[config.mk]
export PLATFORM = sky130hd
export DESIGN_NAME = tabu_move_selector_top
export DESIGN_NICKNAME = d
export VERILOG_FILES = /design/src/rtl/core/tms_pkg.sv /design/src/rtl/core/tms_tabu_ring.sv /design/src/rtl/core/tabu_move_selector_top.sv
export SDC_FILE = /design/constraint.sdc
export NUM_CORES = 1
export LEC_CHECK = 0
export ABC_AREA = 1
export BUFFER_PORTS_ARGS = -buffer_cell sky130_fd_sc_hd__buf_2
export CAP_MARGIN = 20
export CORE_MARGIN = 3
export CORE_UTILIZATION = 45
export DETAILED_ROUTE_END_ITERATION = 12
export PLACE_DENSITY = 0.68
export SYNTH_ARGS = -nofsm -noshare
export SYNTH_HDL_FRONTEND = slang
export SYNTH_SLANG_ARGS = --single-unit
[constraint.sdc]
create_clock -name i_clk -period 7.8 [get_ports i_clk]
set_input_delay 1.17 -clock i_clk [delete_from_list [all_inputs] [get_ports i_clk]]
set_output_delay 1.17 -clock i_clk [all_outputs]
set_load 0.02 [all_outputs]
[src/rtl/core/tms_pkg.sv]
`timescale 1ns / 1ps
// ----------------------------------------------------------------------------
// tms_pkg
// Types and constants shared by the tabu move selector modules.
// ----------------------------------------------------------------------------
package tms_pkg;

    localparam int POS_W          = 8;
    localparam int ELEM_W         = 16;
    localparam int FIT_W          = 32;
    localparam int TABU_DEPTH_DEF = 16;

    // Command codes
    localparam logic CMD_START  = 1'b0;
    localparam logic CMD_SAMPLE = 1'b1;

    // Fitness value that means "no move"
    localparam logic [FIT_W-1:0] FIT_NONE = '1;

    typedef struct packed {
        logic              cmd;
        logic [POS_W-1:0]  pos_a;
        logic [POS_W-1:0]  pos_b;
        logic [ELEM_W-1:0] elem_a;
        logic [ELEM_W-1:0] elem_b;
        logic [FIT_W-1:0]  fitness_value;
        logic              round_end;
    } t_in_item;

    typedef struct packed {
        logic [POS_W-1:0]  move_pos_a;
        logic [POS_W-1:0]  move_pos_b;
        logic [FIT_W-1:0]  move_fitness;
        logic              move_found;
        logic              best_improved;
        logic [FIT_W-1:0]  best_fitness_out;
    } t_out_item;

    // Request from the selector to the tabu ring
    typedef struct packed {
        logic              clear;
        logic [ELEM_W-1:0] hi;
        logic [ELEM_W-1:0] lo;
    } t_ring_req;

endpackage

[src/rtl/core/tms_tabu_ring.sv]
`timescale 1ns / 1ps
// ----------------------------------------------------------------------------
// tms_tabu_ring
// Ring of normalized element pairs with valid bits, a parallel lookup of
// the requested pair and a wrapping write pointer.
// ----------------------------------------------------------------------------
module tms_tabu_ring #(
    parameter int TABU_DEPTH = tms_pkg::TABU_DEPTH_DEF
) (
    input  logic               i_clk,
    input  logic               i_rst_n,
    input  tms_pkg::t_ring_req i_req,
    input  logic               i_push,
    output logic               o_hit
);
    import tms_pkg::*;

    localparam int PTR_W = (TABU_DEPTH > 1) ? $clog2(TABU_DEPTH) : 1;
    localparam logic [PTR_W-1:0] PTR_LAST = PTR_W'(TABU_DEPTH - 1);

    logic [ELEM_W-1:0]     r_high [TABU_DEPTH];
    logic [ELEM_W-1:0]     r_low  [TABU_DEPTH];
    logic [TABU_DEPTH-1:0] r_valid;
    logic [PTR_W-1:0]      r_ptr;
    logic [PTR_W-1:0]      n_ptr;

    // Match the pair against every valid entry
    always_comb begin
        o_hit = 1'b0;
        for (int i = 0; i < TABU_DEPTH; i++) begin
            if (r_valid[i] && r_high[i] == i_req.hi && r_low[i] == i_req.lo) begin
                o_hit = 1'b1;
            end
        end
    end

    // Advance the write pointer with wrap
    always_comb begin
        if (r_ptr == PTR_LAST) begin
            n_ptr = '0;
        end else begin
            n_ptr = r_ptr + 1'b1;
        end
    end

    // Clear or fill the valid bits and move the pointer
    always_ff @(posedge i_clk) begin
        if (!i_rst_n) begin
            r_valid <= '0;
            r_ptr   <= '0;
        end else if (i_req.clear) begin
            r_valid <= '0;
            r_ptr   <= '0;
        end else if (i_push) begin
            r_valid[r_ptr] <= 1'b1;
            r_ptr          <= n_ptr;
        end
    end

    // Store the pair at the write slot
    always_ff @(posedge i_clk) begin
        if (i_push && !i_req.clear) begin
            r_high[r_ptr] <= i_req.hi;
            r_low[r_ptr]  <= i_req.lo;
        end
    end

endmodule

[src/rtl/core/tabu_move_selector_top.sv]
`timescale 1ns / 1ps
// ----------------------------------------------------------------------------
// tabu_move_selector_top
// Picks the best allowed swap move of each tabu search round.
// ----------------------------------------------------------------------------
// The block takes one item per clock cycle while the input does not stall. An
// accepted item lands in an input register and is processed out of it; the pair lookup
// over all TABU_DEPTH ring entries, the aspiration check and the round
// minimum update run in one pass; a round result is loaded into the output
// register when its closing sample is processed from the input register. Start and
// non-closing samples keep flowing while a result waits; only a closing
// sample waits for the output register to drain, and the input then stalls.
// ----------------------------------------------------------------------------
module tabu_move_selector_top #(
    parameter int TABU_DEPTH = tms_pkg::TABU_DEPTH_DEF
) (
    input  logic               i_clk,
    input  logic               i_rst_n,
    input  logic               i_in_valid,
    output logic               o_in_stall,
    input  tms_pkg::t_in_item  i_in_item,
    output logic               o_out_valid,
    input  logic               i_out_stall,
    output tms_pkg::t_out_item o_out_item
);
    import tms_pkg::*;

    logic              r_in_valid;
    t_in_item          r_in;
    logic              r_out_valid;
    t_out_item         r_out;
    logic [FIT_W-1:0]  r_round_min;
    logic [POS_W-1:0]  r_round_pa;
    logic [POS_W-1:0]  r_round_pb;
    logic [FIT_W-1:0]  r_best;

    logic              n_out_valid;
    t_out_item         n_out;
    logic [FIT_W-1:0]  n_round_min;
    logic [POS_W-1:0]  n_round_pa;
    logic [POS_W-1:0]  n_round_pb;
    logic [FIT_W-1:0]  n_best;

    logic              is_sample;
    logic              makes_result;
    logic              consume;
    logic              in_take;
    logic              out_take;
    logic              hit;
    logic              rejected;
    logic [FIT_W-1:0]  eff_fit;
    logic              upd;
    logic              improved;
    t_ring_req         ring_req;
    logic              ring_push;

    // Handshake: drain the input register unless its result has no room
    assign is_sample    = (r_in.cmd == CMD_SAMPLE);
    assign makes_result = is_sample && r_in.round_end;
    assign out_take     = r_out_valid && !i_out_stall;
    assign consume      = r_in_valid && (!makes_result || !r_out_valid || !i_out_stall);
    assign o_in_stall   = r_in_valid && !consume;
    assign in_take      = i_in_valid && !o_in_stall;

    // Hold the accepted item
    always_ff @(posedge i_clk) begin
        if (!i_rst_n) begin
            r_in_valid <= 1'b0;
        end else if (in_take) begin
            r_in_valid <= 1'b1;
        end else if (consume) begin
            r_in_valid <= 1'b0;
        end
    end

    always_ff @(posedge i_clk) begin
        if (in_take) begin
            r_in <= i_in_item;
        end
    end

    // Normalize the pair and drive the ring
    always_comb begin
        ring_req.clear = consume && !is_sample;
        ring_req.hi    = (r_in.elem_a > r_in.elem_b) ? r_in.elem_a : r_in.elem_b;
        ring_req.lo    = (r_in.elem_a > r_in.elem_b) ? r_in.elem_b : r_in.elem_a;
    end

    assign ring_push = consume && is_sample && !rejected;

    tms_tabu_ring #(
        .TABU_DEPTH(TABU_DEPTH)
    ) u_ring (
        .i_clk  (i_clk),
        .i_rst_n(i_rst_n),
        .i_req  (ring_req),
        .i_push (ring_push),
        .o_hit  (hit)
    );

    // Apply aspiration, track the round minimum and close the round
    always_comb begin
        rejected    = hit && (r_in.fitness_value >= r_best);
        eff_fit     = rejected ? FIT_NONE : r_in.fitness_value;
        upd         = eff_fit < r_round_min;
        n_round_min = upd ? eff_fit : r_round_min;
        n_round_pa  = upd ? r_in.pos_a : r_round_pa;
        n_round_pb  = upd ? r_in.pos_b : r_round_pb;
        improved    = n_round_min < r_best;
        n_best      = r_best;

        n_out.move_pos_a       = n_round_pa;
        n_out.move_pos_b       = n_round_pb;
        n_out.move_fitness     = n_round_min;
        n_out.move_found       = (n_round_min != FIT_NONE);
        n_out.best_improved    = improved;
        n_out.best_fitness_out = improved ? n_round_min : r_best;

        if (!is_sample) begin
            n_round_min = FIT_NONE;
            n_round_pa  = '0;
            n_round_pb  = '0;
            n_best      = r_in.fitness_value;
        end else if (r_in.round_end) begin
            n_best      = n_out.best_fitness_out;
            n_round_min = FIT_NONE;
            n_round_pa  = '0;
            n_round_pb  = '0;
        end
    end

    // Update the search state on each processed item
    always_ff @(posedge i_clk) begin
        if (!i_rst_n) begin
            r_round_min <= FIT_NONE;
            r_round_pa  <= '0;
            r_round_pb  <= '0;
            r_best      <= FIT_NONE;
        end else if (consume) begin
            r_round_min <= n_round_min;
            r_round_pa  <= n_round_pa;
            r_round_pb  <= n_round_pb;
            r_best      <= n_best;
        end
    end

    // Load or drop the result register
    always_comb begin
        if (consume && makes_result) begin
            n_out_valid = 1'b1;
        end else if (out_take) begin
            n_out_valid = 1'b0;
        end else begin
            n_out_valid = r_out_valid;
        end
    end

    always_ff @(posedge i_clk) begin
        if (!i_rst_n) begin
            r_out_valid <= 1'b0;
        end else begin
            r_out_valid <= n_out_valid;
        end
    end

    always_ff @(posedge i_clk) begin
        if (consume && makes_result) begin
            r_out <= n_out;
        end
    end

    assign o_out_valid = r_out_valid;
    assign o_out_item  = r_out;

    // Checks
    a_found_matches_fit: assert property (@(posedge i_clk) disable iff (!i_rst_n)
        o_out_valid |-> (o_out_item.move_found == (o_out_item.move_fitness != FIT_NONE)))
        else $error("move_found disagrees with move_fitness");

    a_improved_best: assert property (@(posedge i_clk) disable iff (!i_rst_n)
        (o_out_valid && o_out_item.best_improved)
            |-> (o_out_item.best_fitness_out == o_out_item.move_fitness))
        else $error("improved best does not equal chosen fitness");

    a_start_loads_best: assert property (@(posedge i_clk) disable iff (!i_rst_n)
        (consume && !is_sample) |=> (r_best == $past(r_in.fitness_value)))
        else $error("start item did not load best fitness");

    a_result_kept: assert property (@(posedge i_clk) disable iff (!i_rst_n)
        (o_out_valid && i_out_stall) |=> (o_out_valid && $stable(r_out)))
        else $error("waiting result lost or overwritten");

endmodule
==> results.yml <==
outcome:
  status: "completed"
synth:
  synthFlopType: "edfxtp_1"
  ys_ff_latch: 778
  avgSynthCellArea_um2: 9.370
  netlist_area_um2: 38400
  synth_edf_count: 676
  ys_seq_area_share_pct: 58.18
  syn_inst: 4098
  synth_common_cells: "1400 x nand2_1, 676 x edfxtp_1, 463 x inv_1"
  yosys_warnings: 0
  synth_top_area_cell: "edfxtp_1"
  ys_async_sr_fraction_pct: 0
  synth_cell_types: 39
  ys_top_cells_by_area: "edfxtp_1 53%, nand2_1 14%, dfxtp_1 5.3%"
  netlist.area_leader.share_pct: 52.86
  syn-num-nets: 4298
  synth_most_common_cell: "nand2_1"
place:
  preCtsSetupSlack_ns: -0.1628
  io_buffer_count: 169
  place_hpwl_mm: 85.16
  place_inst: 5500
  gp_congestion: 0.9572
die:
  die_h_um: 298.1
  ios: 170
  die_w_um: 298.1
  die_area_um2: 88870
  start_util_pct: 45.67
  core_area_um2: 84090
  fp-row-count: 106
clock_tree:
  cts-root-buf: "clkbuf_16"
  clkLatencyLatePin_ns: 0.68
  cts_buffers: 86
  cts.sinks: 778
  max-clock-path-buffers: 3
  hold_buffers: 0
  cts_tree: "done"
  htreeDepth: 3
  clk_pin_slew_ns: 0.06
route:
  drc: 0
  vias_per_cell: 5.424
  wirelength_mm: 127.9
  vias: 31080
  drt_iter0_markers: 3824
  firstDrtPassIters: 6
  ant_nets: 0
  detail_route.wl_per_cell_um: 22.32
final_layout:
  nets: 4720
  fill_cells: 7274
  finish.utilization_pct: 55.53
  fin_cells: 5730
  drive_above_1_share_pct: 17.26
  syn2layout_area_growth_pct: 21.59
setup_path:
  cp_slowest_cell: "edfxtp_1"
  worstPathMaxFanout: 20
  rr_startpoint: "r_in[38]"
  crit_type: "reg2reg"
  arrival_ns: 8.21
  critPathLaunchType: "register"
  crit_required_ns: 8.35
  cp.buffers_inverters: 9
  crit_start: "r_in[38]"
  r2r-end: "r_best[5]"
  ff2ff_setup_slack_ns: 0.14
  r2r_cells: 52
  critPathCaptureType: "register"
  crit_family: "simple AND/OR/NAND/NOR gates"
  slowest_delay_ns: 0.44
timing:
  setup_violations: 0
  tightest_slew_ns: 1.070
  hold_viol: 0
  fmax_ghz: 0.1306
  setup_tns_ns: 0
  fin_crit_sh_pct: 98.15
  drv_slew: 0
  slew_headroom_pct: 28.49
  clock_skew_ns: 0.03897
  fin_ws_ns: 0.1442
  min_period_ns: 7.656
grt:
  grt_pass1_wl_mm: 184.6
  grt_pass1_vias: 29280
  grt_max_degree: 81
  grt_usage_pct: 27.65
  grt_overflow_total: 0
  antenna_found_initial: 9
min_path:
  hold_depth: 2
  min_to: "r_round_pb[0]"
  hold_path.class: "reg2reg"
  min_from: "r_round_pb[0]"
pwr:
  p_total_mw: 11.13
  leakage_nw: 20.89
  peakVddDrop_mv: 0.1894
  power.density_nw_per_um2: 238.5
job:
  cap_violations: 0
worst reg2reg max path: cells and delay by family, from the launching register on:
kind | cells | cell delay [ns]
compound gates | 11 | 1.95
fa+ha+maj | 3 | 0.84
buf+inv | 9 | 1.39
flops | 1 | 0.44
simple gates | 29 | 2.94
final cells by class:
cell class | count | area [µm²] | area share, %
Clock inverter | 55 | 772.0 | 1.653
Antenna cell | 2 | 5.005 | 0.01072
Clock buffer | 107 | 2312 | 4.952
Multi-Input combinational cell | 2730 | 14040 | 30.07
Sequential cell | 778 | 22340 | 47.85
Tap cell | 1134 | 1419 | 3.039
Inverter | 467 | 1759 | 3.768
Timing Repair inverter | 1 | 5.005 | 0.01072
Timing Repair Buffer | 456 | 4038 | 8.648
flip-flops by register name, indices dropped and copies added, names as in the netlist:
signal,count
o_out_valid,1
u_ring.r_high,256
r_round_min,32
r_best,32
r_round_pa,8
r_in,81
is_sample,1
u_ring.r_ptr,4
r_round_pb,8
o_out_item,82
r_in_valid,1
u_ring.r_valid,16
u_ring.r_low,256
through the flow:
step / hold slack (ns) / cell area [µm²]
after floorplan: 0.4344 / 38400
after global placement: 0.4442 / 42310
after detailed placement: 0.4484 / 42350
final: 0.4625 / 46690
after CTS: 0.4624 / 45520
after global routing: 0.4804 / 46690
power breakdown:
group | internal, mW | total [mW] | switching [mW]
logic | 0.676 | 2.00 | 1.32
registers | 4.68 | 4.72 | 0.0441
clock network | 2.63 | 4.41 | 1.78
layout by cell type, fill, tap and decap left out, types with 5 or more instances in the layout:
cell type and count:
buf_12 69, inv_2 11, nand2_2 52, nor2_1 297, nand2_1 1373, nand2_4 19
or2_2 14, nor2_2 11, clkbuf_1 14, o21ai_0 88, buf_4 199, inv_1 453
o21a_1 19, clkbuf_8 6, dfxtp_1 102, nand3_2 38, nor3_1 6, clkbuf_16 91
nand3b_1 14, nor2_4 20, o21ai_1 28, edfxtp_1 676, bufinv_16 15, xor2_1 152
o211ai_1 14, nand2_8 6, buf_2 169, nand3_1 251, buf_6 9, a21oi_1 149
ha_1 110, nand4_1 22, clkinv_2 17, clkinv_1 15, a21oi_2 5
kinds of logic (layout without fill, tap and decap cells):
family	count (synthesis)	after routing	synth area share, %
other	0	2	0
flip-flops	778	778	58.18
AND/OR/NAND/NOR	2135	2136	23.14
buffers and inverters	591	1086	6.836
XOR/XNOR	153	153	3.490
AO/OA/AOI/OAI	327	327	4.633
adder cells (fa/ha/maj)	114	114	3.715
repair_timing:
action / in CTS / in global routing
buffers inserted: 1 / 54
cloned: 1 / 6
resized for setup: 12 / 124
pin swaps: 0 / 29
setup endpoints to repair: 65 / 65
routing by layer:
layer / up-vias / wire length (µm) / track usage [%]
li1: 14230 / - / -
met1: 14770 / 50240 / 37.42
met2: 1717 / 57110 / 42.96
met3: 353 / 14780 / 6.114
met4: 2 / 5723 / 11.87
met5: - / 13 / 0
how the worst max path moves through the flow:
stage | end | depth (start not counted)
after global placement | r_best[29] | 55
after detailed placement | r_best[8] | 54
final | r_best[5] | 52
after floorplan | r_best[23] | 53
after global routing | r_best[14] | 52
after CTS | r_best[29] | 48
(Power assumes the default switching activity.)
